File: src/tlnf_pkg.sv
// Shared types, constants and helper functions for the text line number filter.
package tlnf_pkg;

  localparam int NUMBER_DIGITS = 6;
  localparam int LINE_W        = 20;
  localparam int CNT_W         = (NUMBER_DIGITS > 1) ? $clog2(NUMBER_DIGITS) : 1;
  localparam int QDEPTH        = 4;
  localparam int QAW           = 2;
  localparam int CFG_IDX_W     = 3;

  localparam logic [CFG_IDX_W-1:0] REG_NUMBER_NONBLANK  = 3'd0;
  localparam logic [CFG_IDX_W-1:0] REG_NUMBER_ALL       = 3'd1;
  localparam logic [CFG_IDX_W-1:0] REG_SHOW_ENDS        = 3'd2;
  localparam logic [CFG_IDX_W-1:0] REG_SQUEEZE_BLANK    = 3'd3;
  localparam logic [CFG_IDX_W-1:0] REG_SHOW_TABS        = 3'd4;
  localparam logic [CFG_IDX_W-1:0] REG_SHOW_NONPRINTING = 3'd5;

  localparam logic [7:0] ASCII_TAB    = 8'h09;
  localparam logic [7:0] ASCII_LF     = 8'h0A;
  localparam logic [7:0] ASCII_SPACE  = 8'h20;
  localparam logic [7:0] ASCII_DOLLAR = 8'h24;
  localparam logic [7:0] ASCII_ZERO   = 8'h30;
  localparam logic [7:0] ASCII_CARET  = 8'h5E;
  localparam logic [7:0] ASCII_I      = 8'h49;
  localparam logic [7:0] CTRL_MAX     = 8'd31;
  localparam logic [7:0] DEL_BYTE     = 8'd127;
  localparam logic [7:0] CARET_OFFSET = 8'd64;
  localparam logic [1:0] RUN_SAT      = 2'd3;

  typedef logic [NUMBER_DIGITS-1:0][3:0] bcd_t;

  localparam bcd_t BCD_ONE = bcd_t'(1);

  typedef struct packed {
    logic       num_en;
    bcd_t       digits;
    logic       dollar;
    logic       caret;
    logic [7:0] data;
  } cmd_t;

  function automatic logic [LINE_W-1:0] line_limit();
    logic [63:0] lim;
    logic        sat;
    lim = 64'd1;
    sat = 1'b0;
    for (int i = 0; i < NUMBER_DIGITS; i++) begin
      lim = lim * 64'd10;
      if (lim > 64'((1 << LINE_W) - 1)) sat = 1'b1;
    end
    if (sat) return {LINE_W{1'b1}};
    return LINE_W'(lim - 64'd1);
  endfunction

  localparam logic [LINE_W-1:0] LINE_LIMIT = line_limit();

  function automatic bcd_t bcd_inc(input bcd_t d);
    bcd_t r;
    logic carry;
    r = d;
    carry = 1'b1;
    for (int i = 0; i < NUMBER_DIGITS; i++) begin
      if (carry) begin
        if (r[i] == 4'd9) begin
          r[i] = 4'd0;
        end else begin
          r[i] = r[i] + 4'd1;
          carry = 1'b0;
        end
      end
    end
    return r;
  endfunction

endpackage

File: src/text_line_number_filter_unit.sv
// Top level of the text line number filter: front end, command queue and byte expander.
//
//   channel  direction  handshake             beat
//   input    in         push / full           in_byte, in_start_of_file
//   result   out        empty / pop           out_byte, out_last
//   config   in         cfg_we (no stall)     cfg_idx, cfg_wdata
//
// Each input byte is classified in the cycle it is accepted and becomes 0 to 9 result
// beats (a squeezed blank line yields none), one per cycle from the expander while pop
// does not stall, so the sustained rate is one input byte per cycle when each byte yields
// one beat. The first result beat is written into the command queue and then into the
// result register before it is on the result ports. Reset is synchronous (rst_n low).
// full rises when the 4-entry command queue fills; a stalled pop holds the result register.
module text_line_number_filter_unit (
  input  logic                           clk,
  input  logic                           rst_n,
  input  logic                           cfg_we,
  input  logic [tlnf_pkg::CFG_IDX_W-1:0] cfg_idx,
  input  logic                           cfg_wdata,
  input  logic                           push,
  output logic                           full,
  input  logic [7:0]                     in_byte,
  input  logic                           in_start_of_file,
  output logic                           empty,
  input  logic                           pop,
  output logic [7:0]                     out_byte,
  output logic                           out_last
);

  tlnf_pkg::cmd_t cmd_in, cmd_head;
  logic           cmd_push, head_pop, q_empty, accept;

  assign accept = push && !full;

  tlnf_front u_front (
    .clk       (clk),
    .rst_n     (rst_n),
    .cfg_we    (cfg_we),
    .cfg_idx   (cfg_idx),
    .cfg_wdata (cfg_wdata),
    .in_valid  (accept),
    .in_byte   (in_byte),
    .in_sof    (in_start_of_file),
    .cmd_push  (cmd_push),
    .cmd       (cmd_in)
  );

  tlnf_cmdq u_cmdq (
    .clk     (clk),
    .rst_n   (rst_n),
    .wr_en   (cmd_push),
    .wr_cmd  (cmd_in),
    .q_full  (full),
    .rd_en   (head_pop),
    .rd_cmd  (cmd_head),
    .q_empty (q_empty)
  );

  tlnf_back u_back (
    .clk        (clk),
    .rst_n      (rst_n),
    .head       (cmd_head),
    .head_empty (q_empty),
    .head_pop   (head_pop),
    .pop        (pop),
    .empty      (empty),
    .out_byte   (out_byte),
    .out_last   (out_last)
  );

endmodule

File: src/tlnf_front.sv
// Front end: configuration registers, line state tracking and command classification.
module tlnf_front (
  input  logic                           clk,
  input  logic                           rst_n,
  input  logic                           cfg_we,
  input  logic [tlnf_pkg::CFG_IDX_W-1:0] cfg_idx,
  input  logic                           cfg_wdata,
  input  logic                           in_valid,
  input  logic [7:0]                     in_byte,
  input  logic                           in_sof,
  output logic                           cmd_push,
  output tlnf_pkg::cmd_t                 cmd
);

  logic number_nonblank_r, number_all_r, show_ends_r;
  logic squeeze_blank_r, show_tabs_r, show_nonprinting_r;

  logic [tlnf_pkg::LINE_W-1:0] line_bin_r, line_bin_nxt, base_bin;
  tlnf_pkg::bcd_t              line_bcd_r, line_bcd_nxt, base_bcd;
  logic                        at_ls_r, at_ls_nxt, base_at;
  logic [1:0]                  run_r, run_nxt, base_run;

  logic nl, tab, drop, num_mode, do_num;

  always_ff @(posedge clk) begin
    if (!rst_n) begin
      number_nonblank_r  <= 1'b0;
      number_all_r       <= 1'b0;
      show_ends_r        <= 1'b0;
      squeeze_blank_r    <= 1'b0;
      show_tabs_r        <= 1'b0;
      show_nonprinting_r <= 1'b0;
    end else if (cfg_we) begin
      unique case (cfg_idx)
        tlnf_pkg::REG_NUMBER_NONBLANK:  number_nonblank_r  <= cfg_wdata;
        tlnf_pkg::REG_NUMBER_ALL:       number_all_r       <= cfg_wdata;
        tlnf_pkg::REG_SHOW_ENDS:        show_ends_r        <= cfg_wdata;
        tlnf_pkg::REG_SQUEEZE_BLANK:    squeeze_blank_r    <= cfg_wdata;
        tlnf_pkg::REG_SHOW_TABS:        show_tabs_r        <= cfg_wdata;
        tlnf_pkg::REG_SHOW_NONPRINTING: show_nonprinting_r <= cfg_wdata;
        default: ;
      endcase
    end
  end

  always_comb begin
    nl  = (in_byte == tlnf_pkg::ASCII_LF);
    tab = (in_byte == tlnf_pkg::ASCII_TAB);

    base_bin = in_sof ? tlnf_pkg::LINE_W'(1) : line_bin_r;
    base_bcd = in_sof ? tlnf_pkg::BCD_ONE : line_bcd_r;
    base_at  = in_sof | at_ls_r;
    base_run = in_sof ? 2'd1 : run_r;

    run_nxt = base_run;
    if (squeeze_blank_r) begin
      if (nl) run_nxt = (base_run < tlnf_pkg::RUN_SAT) ? base_run + 2'd1 : tlnf_pkg::RUN_SAT;
      else    run_nxt = 2'd0;
    end
    drop = squeeze_blank_r && (run_nxt == tlnf_pkg::RUN_SAT);

    num_mode = number_nonblank_r | number_all_r;
    do_num   = !drop && num_mode && base_at && (!nl || !number_nonblank_r);

    at_ls_nxt = base_at;
    if (!drop && num_mode) begin
      if (nl)          at_ls_nxt = 1'b1;
      else if (do_num) at_ls_nxt = 1'b0;
    end

    line_bin_nxt = base_bin;
    line_bcd_nxt = base_bcd;
    if (do_num && (base_bin < tlnf_pkg::LINE_LIMIT)) begin
      line_bin_nxt = base_bin + tlnf_pkg::LINE_W'(1);
      line_bcd_nxt = tlnf_pkg::bcd_inc(base_bcd);
    end

    cmd.num_en = do_num;
    cmd.digits = base_bcd;
    cmd.dollar = show_ends_r && nl;
    cmd.caret  = 1'b0;
    cmd.data   = in_byte;
    if (show_tabs_r && tab) begin
      cmd.caret = 1'b1;
      cmd.data  = tlnf_pkg::ASCII_I;
    end else if (show_nonprinting_r && !nl && !tab) begin
      if (in_byte <= tlnf_pkg::CTRL_MAX) begin
        cmd.caret = 1'b1;
        cmd.data  = in_byte + tlnf_pkg::CARET_OFFSET;
      end else if (in_byte == tlnf_pkg::DEL_BYTE) begin
        cmd.caret = 1'b1;
        cmd.data  = in_byte - tlnf_pkg::CARET_OFFSET;
      end
    end

    cmd_push = in_valid && !drop;
  end

  always_ff @(posedge clk) begin
    if (!rst_n) begin
      line_bin_r <= tlnf_pkg::LINE_W'(1);
      line_bcd_r <= tlnf_pkg::BCD_ONE;
      at_ls_r    <= 1'b1;
      run_r      <= 2'd1;
    end else if (in_valid) begin
      line_bin_r <= line_bin_nxt;
      line_bcd_r <= line_bcd_nxt;
      at_ls_r    <= at_ls_nxt;
      run_r      <= run_nxt;
    end
  end

endmodule

File: src/tlnf_cmdq.sv
// Short command queue between the front end and the byte expander.
module tlnf_cmdq (
  input  logic           clk,
  input  logic           rst_n,
  input  logic           wr_en,
  input  tlnf_pkg::cmd_t wr_cmd,
  output logic           q_full,
  input  logic           rd_en,
  output tlnf_pkg::cmd_t rd_cmd,
  output logic           q_empty
);

  tlnf_pkg::cmd_t                mem [tlnf_pkg::QDEPTH];
  logic [tlnf_pkg::QAW-1:0]      wp_r, rp_r;
  logic [tlnf_pkg::QAW:0]        count_r, count_nxt;
  logic                          do_wr, do_rd;

  assign q_full  = (count_r == (tlnf_pkg::QAW+1)'(tlnf_pkg::QDEPTH));
  assign q_empty = (count_r == '0);
  assign do_wr   = wr_en && !q_full;
  assign do_rd   = rd_en && !q_empty;
  assign rd_cmd  = mem[rp_r];

  always_comb begin
    count_nxt = count_r;
    if (do_wr && !do_rd)      count_nxt = count_r + (tlnf_pkg::QAW+1)'(1);
    else if (do_rd && !do_wr) count_nxt = count_r - (tlnf_pkg::QAW+1)'(1);
  end

  always_ff @(posedge clk) begin
    if (do_wr) mem[wp_r] <= wr_cmd;
  end

  always_ff @(posedge clk) begin
    if (!rst_n) begin
      wp_r    <= '0;
      rp_r    <= '0;
      count_r <= '0;
    end else begin
      if (do_wr) wp_r <= wp_r + tlnf_pkg::QAW'(1);
      if (do_rd) rp_r <= rp_r + tlnf_pkg::QAW'(1);
      count_r <= count_nxt;
    end
  end

endmodule

File: src/tlnf_back.sv
// Back end: expand one command into output register bytes, one beat per cycle unless stalled.
module tlnf_back (
  input  logic           clk,
  input  logic           rst_n,
  input  tlnf_pkg::cmd_t head,
  input  logic           head_empty,
  output logic           head_pop,
  input  logic           pop,
  output logic           empty,
  output logic [7:0]     out_byte,
  output logic           out_last
);

  localparam logic [2:0] PH_NUM  = 3'd0;
  localparam logic [2:0] PH_TAB  = 3'd1;
  localparam logic [2:0] PH_DOL  = 3'd2;
  localparam logic [2:0] PH_CAR  = 3'd3;
  localparam logic [2:0] PH_BYTE = 3'd4;

  logic                       busy_r;
  logic [2:0]                 phase_r, phase, phase_nxt, start_ph, after_tab;
  logic [tlnf_pkg::CNT_W-1:0] cnt_r, cnt, cnt_nxt;
  logic [7:0]                 out_byte_r, byte_cur;
  logic                       out_last_r, out_valid_r, load;
  logic [tlnf_pkg::NUMBER_DIGITS-1:0] lz;
  logic [3:0]                 dig;

  assign empty    = !out_valid_r;
  assign out_byte = out_byte_r;
  assign out_last = out_last_r;
  assign load     = !head_empty && (!out_valid_r || pop);

  always_comb begin
    after_tab = head.dollar ? PH_DOL : (head.caret ? PH_CAR : PH_BYTE);
    start_ph  = head.num_en ? PH_NUM : after_tab;
    phase     = busy_r ? phase_r : start_ph;
    cnt       = busy_r ? cnt_r : '0;

    lz[0] = (head.digits[tlnf_pkg::NUMBER_DIGITS-1] == 4'd0);
    for (int k = 1; k < tlnf_pkg::NUMBER_DIGITS; k++) begin
      lz[k] = lz[k-1] && (head.digits[tlnf_pkg::NUMBER_DIGITS-1-k] == 4'd0);
    end
    dig = head.digits[tlnf_pkg::CNT_W'(tlnf_pkg::NUMBER_DIGITS-1) - cnt];

    phase_nxt = phase;
    cnt_nxt   = cnt;
    byte_cur  = head.data;
    unique case (phase)
      PH_NUM: begin
        if (lz[cnt] && (cnt != tlnf_pkg::CNT_W'(tlnf_pkg::NUMBER_DIGITS-1)))
          byte_cur = tlnf_pkg::ASCII_SPACE;
        else
          byte_cur = tlnf_pkg::ASCII_ZERO + {4'd0, dig};
        if (cnt == tlnf_pkg::CNT_W'(tlnf_pkg::NUMBER_DIGITS-1)) begin
          phase_nxt = PH_TAB;
        end else begin
          cnt_nxt = cnt + tlnf_pkg::CNT_W'(1);
        end
      end
      PH_TAB: begin
        byte_cur  = tlnf_pkg::ASCII_TAB;
        phase_nxt = after_tab;
      end
      PH_DOL: begin
        byte_cur  = tlnf_pkg::ASCII_DOLLAR;
        phase_nxt = head.caret ? PH_CAR : PH_BYTE;
      end
      PH_CAR: begin
        byte_cur  = tlnf_pkg::ASCII_CARET;
        phase_nxt = PH_BYTE;
      end
      default: begin
        byte_cur  = head.data;
        phase_nxt = PH_BYTE;
      end
    endcase

    head_pop = load && (phase == PH_BYTE);
  end

  always_ff @(posedge clk) begin
    if (load) begin
      out_byte_r <= byte_cur;
      out_last_r <= (phase == PH_BYTE);
    end
  end

  always_ff @(posedge clk) begin
    if (!rst_n) begin
      out_valid_r <= 1'b0;
      busy_r      <= 1'b0;
      phase_r     <= PH_NUM;
      cnt_r       <= '0;
    end else begin
      if (load)     out_valid_r <= 1'b1;
      else if (pop) out_valid_r <= 1'b0;
      if (load) begin
        busy_r  <= (phase != PH_BYTE);
        phase_r <= phase_nxt;
        cnt_r   <= cnt_nxt;
      end
    end
  end

endmodule

File: config.mk
export PLATFORM = sky130hd
export DESIGN_NAME = text_line_number_filter_unit
export DESIGN_NICKNAME = d
export VERILOG_FILES = /design/src/tlnf_pkg.sv /design/src/text_line_number_filter_unit.sv /design/src/tlnf_front.sv /design/src/tlnf_cmdq.sv /design/src/tlnf_back.sv
export SDC_FILE = /design/constraint.sdc
export NUM_CORES = 1
export LEC_CHECK = 0
export ABC_AREA = 1
export BUFFER_PORTS_ARGS = -buffer_cell sky130_fd_sc_hd__buf_2
export CELL_PAD_IN_SITES_DETAIL_PLACEMENT = 1
export CELL_PAD_IN_SITES_GLOBAL_PLACEMENT = 2
export CORE_MARGIN = 2
export CORE_UTILIZATION = 39
export CTS_BUF_LIST = sky130_fd_sc_hd__clkbuf_16
export CTS_CLUSTER_DIAMETER = 30
export DETAILED_ROUTE_END_ITERATION = 7
export PLACE_DENSITY = 0.88
export SYNTH_ARGS = -nofsm -noshare
export SYNTH_HDL_FRONTEND = slang
export SYNTH_HIERARCHICAL = 1
export SYNTH_SLANG_ARGS = --single-unit
File: constraint.sdc
create_clock -name clk -period 4.8 [get_ports clk]
set_input_delay 1.44 -clock clk [delete_from_list [all_inputs] [get_ports clk]]
set_output_delay 1.44 -clock clk [all_outputs]
set_load 0.1 [all_outputs]
==> flow_summary.json, run 1 <==
{
  "grt_usage_pct": 22.1,
  "die_h_um": 175,
  "portBuffers": 28,
  "grt_pass1_vias": 10100,
  "rsz0062_at_grt": "false",
  "cts_resized": 0,
  "fin_skew_ns": 0.0276,
  "min_period_ns": 3.85,
  "status": "complete, no violations",
  "endpoint_kind": "flop",
  "ys_ff_latch": 219,
  "worstPathCellList": "buf_2 > inv_1 > ha_1 > inv_1 > nor3_1 > nand2_1 > inv_1 > a31oi_1 > nand2_2 > inv_1 > ha_1 > inv_1 > fa_1 > inv_1 > nand2_1 > nand3_1 > nand2_1 > nand2_1 > nor2_1",
  "fin_ws_ns": 0.954,
  "fin_nets": 1435,
  "vdd_ir_drop_max_uv": 272,
  "path_delay_family": "simple AND/OR/NAND/NOR gates",
  "grt_pass1_wl_um": 53500,
  "firstDrtPassIters": 5,
  "power_density_nw_per_um2": 559,
  "grt_max_degree": 71,
  "finalSetupTns_ns": 0,
  "route.vias.total": 9604,
  "layout-drive-gt1-share_pct": 13.8,
  "cts_tree": "done",
  "p_total_w": 0.00757,
  "ios": 29,
  "cts_setup_buffers": 0,
  "synth_area_per_cell_um2": 8.33,
  "synth_edf_count": 149,
  "cp_slowest_cell": "a31oi_1",
  "ys_warn_count": 6,
  "startpoint_type": "primary input",
  "clock-root-buffer": "clkbuf_16",
  "critPathBufInv": 7,
  "synth-simple-area-share_pct": 27.1,
  "hpwlAfterDp_um": 21600,
  "p_leak_nw": 5.32,
  "synth_top_family_by_area": "simple AND/OR/NAND/NOR gates",
  "synth.area.mux_share_pct": 0,
  "start_util_pct": 39.6,
  "die-area_um2": 30600,
  "cts_buffers": 49,
  "routed_wl_um": 33400,
  "drtIter0Drc": 485,
  "synthFlopType": "edfxtp_1",
  "place_ws_ns": 0.415,
  "hold_viol_final": 0,
  "synth-seq-area-share_pct": 51.5,
  "clkSlewWorstSetupHoldPaths_ns": 0.04,
  "hold_class": "flop to flop",
  "yosys.area_share.adder_pct": 1.38,
  "synth_compound_area_share_pct": 11.1,
  "clock.fmax_ghz": 0.260,
  "synth-xor-area-share_pct": 0.614,
  "netlist_area_um2": 11400,
  "critPathMostFrequentCell": "inv_1",
  "clk_path_buf_depth": 3,
  "drtAntennaViolNets": 0,
  "maxSlewHeadroom_pct": 46.1,
  "setup_viol": 0,
  "finalMaxSlewViolations": 0,
  "diodes": 0,
  "viasPerCell": 5.25,
  "crit_fanout": 5,
  "synth_nets": 1400,
  "antenna_found_initial": 0,
  "critPathMaxStageDelay_ns": 0.59,
  "cts_max_level": 2,
  "worstPathRequired_ns": 5.24,
  "ys_async_sr_fraction_pct": 0,
  "die_x_um": 175,
  "hold_buffers": 0,
  "gp_congestion": 0.803,
  "cts.sinks": 219,
  "grt_overflow": 0,
  "critical_path_class": "primary input to flop",
  "core-area_um2": 28800,
  "syn2layout_area_growth_pct": 18.5,
  "worstPathArrival_ns": 4.29,
  "num_rows": 62,
  "post_drt_wl_per_cell_um": 18.3,
  "synth_cell_type_count": 49,
  "tightest_slew_ns": 0.804,
  "drc": 0,
  "clk_latency_ns": 0.56,
  "cap_violations": 0,
  "finalCritPeriodShare_pct": 80.1,
  "syn_inst": 1370
}
## metal layers
layer  track usage [%]  up-vias  wire length (um)
li1                  -     4656                 -
met1              27.5     4665             14800
met2              38.4      214             16300
met3              3.48       69              1300
met4              8.65        0              1020
met5                 0        -                 0
## state kept, by name, summed over array words and instances, names as in the netlist, 2 cells and up, named ones only
| register | flops |
|---|---|
| u_front/line_bin_r | 20 |
| u_front/run_r | 2 |
| u_back/phase_r | 3 |
| u_front/line_bcd_r | 24 |
| u_cmdq/wp_r | 2 |
| u_cmdq/count_r | 3 |
| u_cmdq/rp_r | 2 |
| u_back/cnt_r | 3 |
| u_back/out_byte | 8 |
| u_cmdq/mem | 140 |
## cell usage in the layout, fill, tap and decap left out, types with 6 or more instances in the layout
master,netlist,final
o22ai_1,39,39
a21oi_1,54,54
clkinv_1,0,9
nor2_1,190,185
dfxtp_1,70,69
ha_1,11,11
buf_2,21,28
inv_1,138,142
nor2_4,9,14
nor2_2,15,15
o21ai_0,97,97
nand4_1,18,18
xor2_1,7,7
buf_4,14,17
o21ai_1,26,26
clkinv_2,0,7
nor3_1,6,6
nand2_2,12,12
edfxtp_1,149,149
clkbuf_16,0,50
nand3_2,7,7
clkinvlp_4,0,7
nand2_1,313,313
nand3_1,95,95
bufinv_16,0,8
## power breakdown
group	switching (W)	internal, W	leakage [nW]	total, W
Sequential	0.000105	0.00235	1.96	0.00245
Clock	0.00110	0.00232	0.836	0.00343
Combinational	0.00132	0.000374	2.53	0.00169
## area by class of cell
cell class	count	area, um2
clock buffer	50	1250
clock inverter	42	457
fill	3396	15300
inverter	145	549
multi-input combinational	944	4620
sequential	219	5880
tap	384	480
timing repair buffer	46	288
## per-stage QoR
stage               hold slack, ns  util, %  cells  instance area (um2)
CTS                          0.467     47.0   1830                13500
global route                 0.486     47.0   1830                13500
finish                       0.462     47.0   1830                13500
global placement             0.444     41.1   1738                11800
detailed placement           0.456     41.1   1738                11800
floorplan                    0.429        -   1370                11400
## logic make-up after synthesis
kind of cell	count (synthesis)
buffers and inverters	207
xor gates and xnor gates	8
AOI/OAI and AO/OA	234
adders and majority gates	12
DFF	219
and+or+nand+nor	690
## final timing paths
path / from / endpoint / slack, ns / depth (start not counted)
max: in_byte[6] / u_cmdq/count_r[2]$_SDFFE_PN0P_ / 0.95 / 19
min: u_front/line_bin_r[1]$_SDFFE_PN0P_ / u_front/line_bin_r[1]$_SDFFE_PN0P_ / 0.46 / 2
max reg2reg: flop / u_cmdq/count_r[2]$_SDFFE_PN0P_ / 1.07 / 20
min reg2reg: u_front/line_bin_r[1]$_SDFFE_PN0P_ / u_front/line_bin_r[1]$_SDFFE_PN0P_ / 0.46 / 2
## worst reg2reg max path: cells and delay by family, from the launching register on
| family | cells | cell delay [ns] |
|---|---|---|
| simple gates | 11 | 1.14 |
| buf+inv | 5 | 0.94 |
| compound gates | 2 | 0.62 |
| fa+ha+maj | 2 | 0.61 |
| flops | 1 | 0.35 |
## cells in the mapped netlist (all sizes together), types with 2 or more instances
| master | instances | area [um2] |
|---|---|---|
| inv | 145 | 549 |
| ha | 11 | 138 |
| o21ai | 125 | 633 |
| clkbuf | 17 | 63.8 |
| nand2 | 329 | 1290 |
| nand3 | 103 | 563 |
| a21oi | 56 | 288 |
| and2 | 2 | 12.5 |
| nor3 | 10 | 70.1 |
| nor4 | 3 | 25.0 |
| nand4 | 19 | 134 |
| o211ai | 4 | 30.0 |
| or2 | 3 | 18.8 |
| nor2 | 215 | 928 |
| nand3b | 5 | 37.5 |
| o22ai | 39 | 244 |
| a22oi | 2 | 15.0 |
| buf | 45 | 337 |
| xor2 | 7 | 61.3 |
| dfxtp | 70 | 1400 |
| a31oi | 5 | 31.3 |
| edfxtp | 149 | 4470 |
No activity file was read; power rests on OpenSTA's default activity.
==> run 2, diff against run 1 <==
- ABC_AREA: 1 -> 0
- CORE_UTILIZATION: 39 -> 44
- clock period: 4.8 -> 3.54 ns (I/O delays scaled with it)
==> run 2 against run 1 <==
  * Worst setup slack worse by 0.65 ns
  * Routed wire length is 16% lower
  * Clock skew is 0.0021 ns lower
  * Via count is 22% lower
  * Global-route usage is 1.3 points higher
  * Non-clock buffer count is 29 higher
  * Largest cell class unchanged
==> flow_summary.json, run 2 <==
{
  "status": "complete, no violations",
  "cap_violations": 0,
  "hold_viol_final": 0,
  "endpoint_kind": "flop",
  "synth_cell_type_count": 82,
  "maxSlewHeadroom_pct": 50.6,
  "antenna_found_initial": 0,
  "nFillCells": 2382,
  "setup_viol": 0,
  "synth_top_area_share_pct": 43.0,
  "ios": 29,
  "synth_edf_count": 149,
  "post_drt_wl_per_cell_um": 21.9,
  "cp_slowest_cell": "fa_1",
  "top_regs": "u_cmdq/mem x140, u_front/line_bcd_r x24, u_front/line_bin_r x20",
  "placed_cell_area_um2": 11000,
  "path_delay_family": "simple AND/OR/NAND/NOR gates",
  "hpwlAfterDp_um": 17700,
  "firstDrtPassIters": 5,
  "critical_path_class": "primary input to flop",
  "critPathBufInv": 3,
  "routed_wl_um": 28100,
  "regMostFlops": "u_cmdq/mem",
  "drc": 0,
  "min_period_ns": 3.24,
  "synth_nets": 886,
  "syn2layout_area_growth_pct": 21.7,
  "clkSlewWorstSetupHoldPaths_ns": 0.05,
  "die_h_um": 158,
  "met1_usage_pct": 28.4,
  "ys_ff_latch": 219,
  "clk_latency_ns": 0.55,
  "grt_usage_pct": 23.4,
  "worstPathArrival_ns": 3.70,
  "portBuffers": 28,
  "syn_inst": 856,
  "grt_pass1_vias": 8043,
  "synthFlopType": "edfxtp_1",
  "hold_buffers": 0,
  "fin_area_um2": 12700,
  "gp_congestion": 0.812,
  "drtIter0Drc": 334,
  "worstPathCellList": "buf_2 > inv_1 > ha_1 > and3b_1 > and2_1 > a21oi_1 > nor2b_1 > ha_1 > inv_1 > fa_1 > xor2_1 > or3_1 > a21boi_0",
  "worstPathRequired_ns": 4.00,
  "fin_nets": 955,
  "cts_setup_buffers": 0,
  "core-area_um2": 23300,
  "gr-usage-met3_pct": 3.72,
  "layout-drive-gt1-share_pct": 22.2,
  "die-area_um2": 24900,
  "ys_async_sr_fraction_pct": 0,
  "grt_pass1_wl_um": 44800,
  "tightest_slew_ns": 0.740,
  "cts_max_level": 2,
  "top_usage_layer": "met2",
  "clock.fmax_ghz": 0.309,
  "synth_area_per_cell_um2": 12.1,
  "cts.sinks": 219,
  "finalCritPeriodShare_pct": 91.4,
  "fin_skew_ns": 0.0254,
  "synth.most_common_cell": "edfxtp_1",
  "die_x_um": 158,
  "crit_fanout": 2,
  "fin_ws_ns": 0.304,
  "vdd_ir_drop_max_uv": 504,
  "cts_buffers": 47,
  "final_common_cell": "edfxtp_1",
  "clk_path_buf_depth": 3,
  "finalMaxSlewViolations": 0,
  "fin_util_pct": 54.2,
  "hold_class": "flop to flop",
  "route.vias.total": 7453,
  "p_leak_nw": 4.38,
  "met2_usage_pct": 41.3,
  "yosys-top-cells-count": "149 x edfxtp_1, 81 x nand2_1, 70 x dfxtp_1, 47 x nor2_1, 35 x a21oi_1",
  "diodes": 0,
  "drtAntennaViolNets": 0,
  "rsz0062_at_grt": "false",
  "num_rows": 56,
  "p_total_w": 0.00998,
  "viasPerCell": 5.81,
  "layout_common_cells": "149 x edfxtp_1, 81 x nand2_1, 69 x dfxtp_1, 47 x clkbuf_16, 47 x nor2_1",
  "synth-seq-area-share_pct": 56.5,
  "start_util_pct": 44.6,
  "clock-root-buffer": "clkbuf_16",
  "largest_register_ff_count": 140,
  "startpoint_type": "primary input",
  "netlist_area_um2": 10400,
  "critPathMaxStageDelay_ns": 0.37,
  "power_density_nw_per_um2": 788,
  "ys_warn_count": 6,
  "cts_resized": 0,
  "place_ws_ns": -0.265,
  "grt_overflow": 0,
  "cts_tree": "done",
  "synth_area_leaders": "edfxtp_1 43%, dfxtp_1 13%, mux4_2 6.5%",
  "grt_max_degree": 46,
  "yosys.area.top_type": "edfxtp_1"
}
## run 2: changes by cell type in the layout (fill, tap and decap cells not counted), moves of 21 or more
cell,change
o22ai_1,-33
buf_4,+25
nand2_1,-232
mux4_2,+30
inv_1,-119
o21ai_1,-21
nor2b_1,+26
nand3_1,-61
mux2i_1,+22
o21ai_0,-63
nor2_1,-138
## run 2: power breakdown
group          internal, W  leakage [nW]  switching, W
logic             0.000747          1.70       0.00152
registers          0.00316          1.91      0.000204
clock network      0.00279         0.776       0.00155
## run 2: logic make-up (layout without fill, tap and decap cells)
| group | count (synthesis) | in the layout | share of synthesized area (%) |
|---|---|---|---|
| buf+inv | 80 | 188 | 4.06 |
| compound gates | 167 | 167 | 10.8 |
| fa+ha+maj | 12 | 12 | 1.52 |
| mux | 60 | 60 | 10.2 |
| xor+xnor | 17 | 17 | 1.43 |
| flops | 219 | 219 | 56.5 |
| simple gates | 301 | 301 | 15.4 |
## run 2: path summary, 6_finish.rpt
| path | start | end | slack, ns | depth (start not counted) |
|---|---|---|---|---|
| worst max-delay path | in_byte[6] | u_cmdq/count_r[2]$_SDFFE_PN0P_ | 0.30 | 13 |
| worst min-delay path | u_front/line_bin_r[19]$_SDFFE_PN0P_ | u_front/line_bin_r[19]$_SDFFE_PN0P_ | 0.45 | 2 |
| worst min register to register | u_front/line_bin_r[19]$_SDFFE_PN0P_ | u_front/line_bin_r[19]$_SDFFE_PN0P_ | 0.45 | 2 |
| worst max register to register | flop | u_cmdq/count_r[2]$_SDFFE_PN0P_ | 0.35 | 11 |
## run 2: area by class of cell
class                      instances  area (um2)  area share (%)
tap                              319         399            3.15
multi-input combinational        557        4110            32.5
clock buffer                      47        1180            9.30
clock inverter                    41         442            3.49
timing repair buffer              75         556            4.39
sequential                       219        5880            46.5
inverter                          25        93.8           0.742
## run 2: metal layers
metal,wire [um],share of wire [%]
met1,11600,41
met2,14300,51
met3,1200,4.3
met4,975,3.5
met5,0,0
## run 2: metrics by stage
stage / hold WS, ns / instances / TNS (ns)
after floorplan: 0.427 / 856 / -0.0384
after detailed placement: 0.446 / 1195 / -0.265
after global placement: 0.440 / 1195 / -0.104
after CTS: 0.452 / 1283 / 0
final: 0.449 / 1283 / 0
after global routing: 0.490 / 1283 / 0
## run 2: worst reg2reg max path, stage by stage, from the launching register on
cell	delay (ns)
dfxtp_2	0.41
mux4_2	0.62
nor4_1	0.52
a31oi_1	0.18
nor2_1	0.23
o31ai_2	0.13
ha_1	0.21
inv_1	0.07
fa_1	0.18
xor2_1	0.08
or3_1	0.31
a21boi_0	0.18
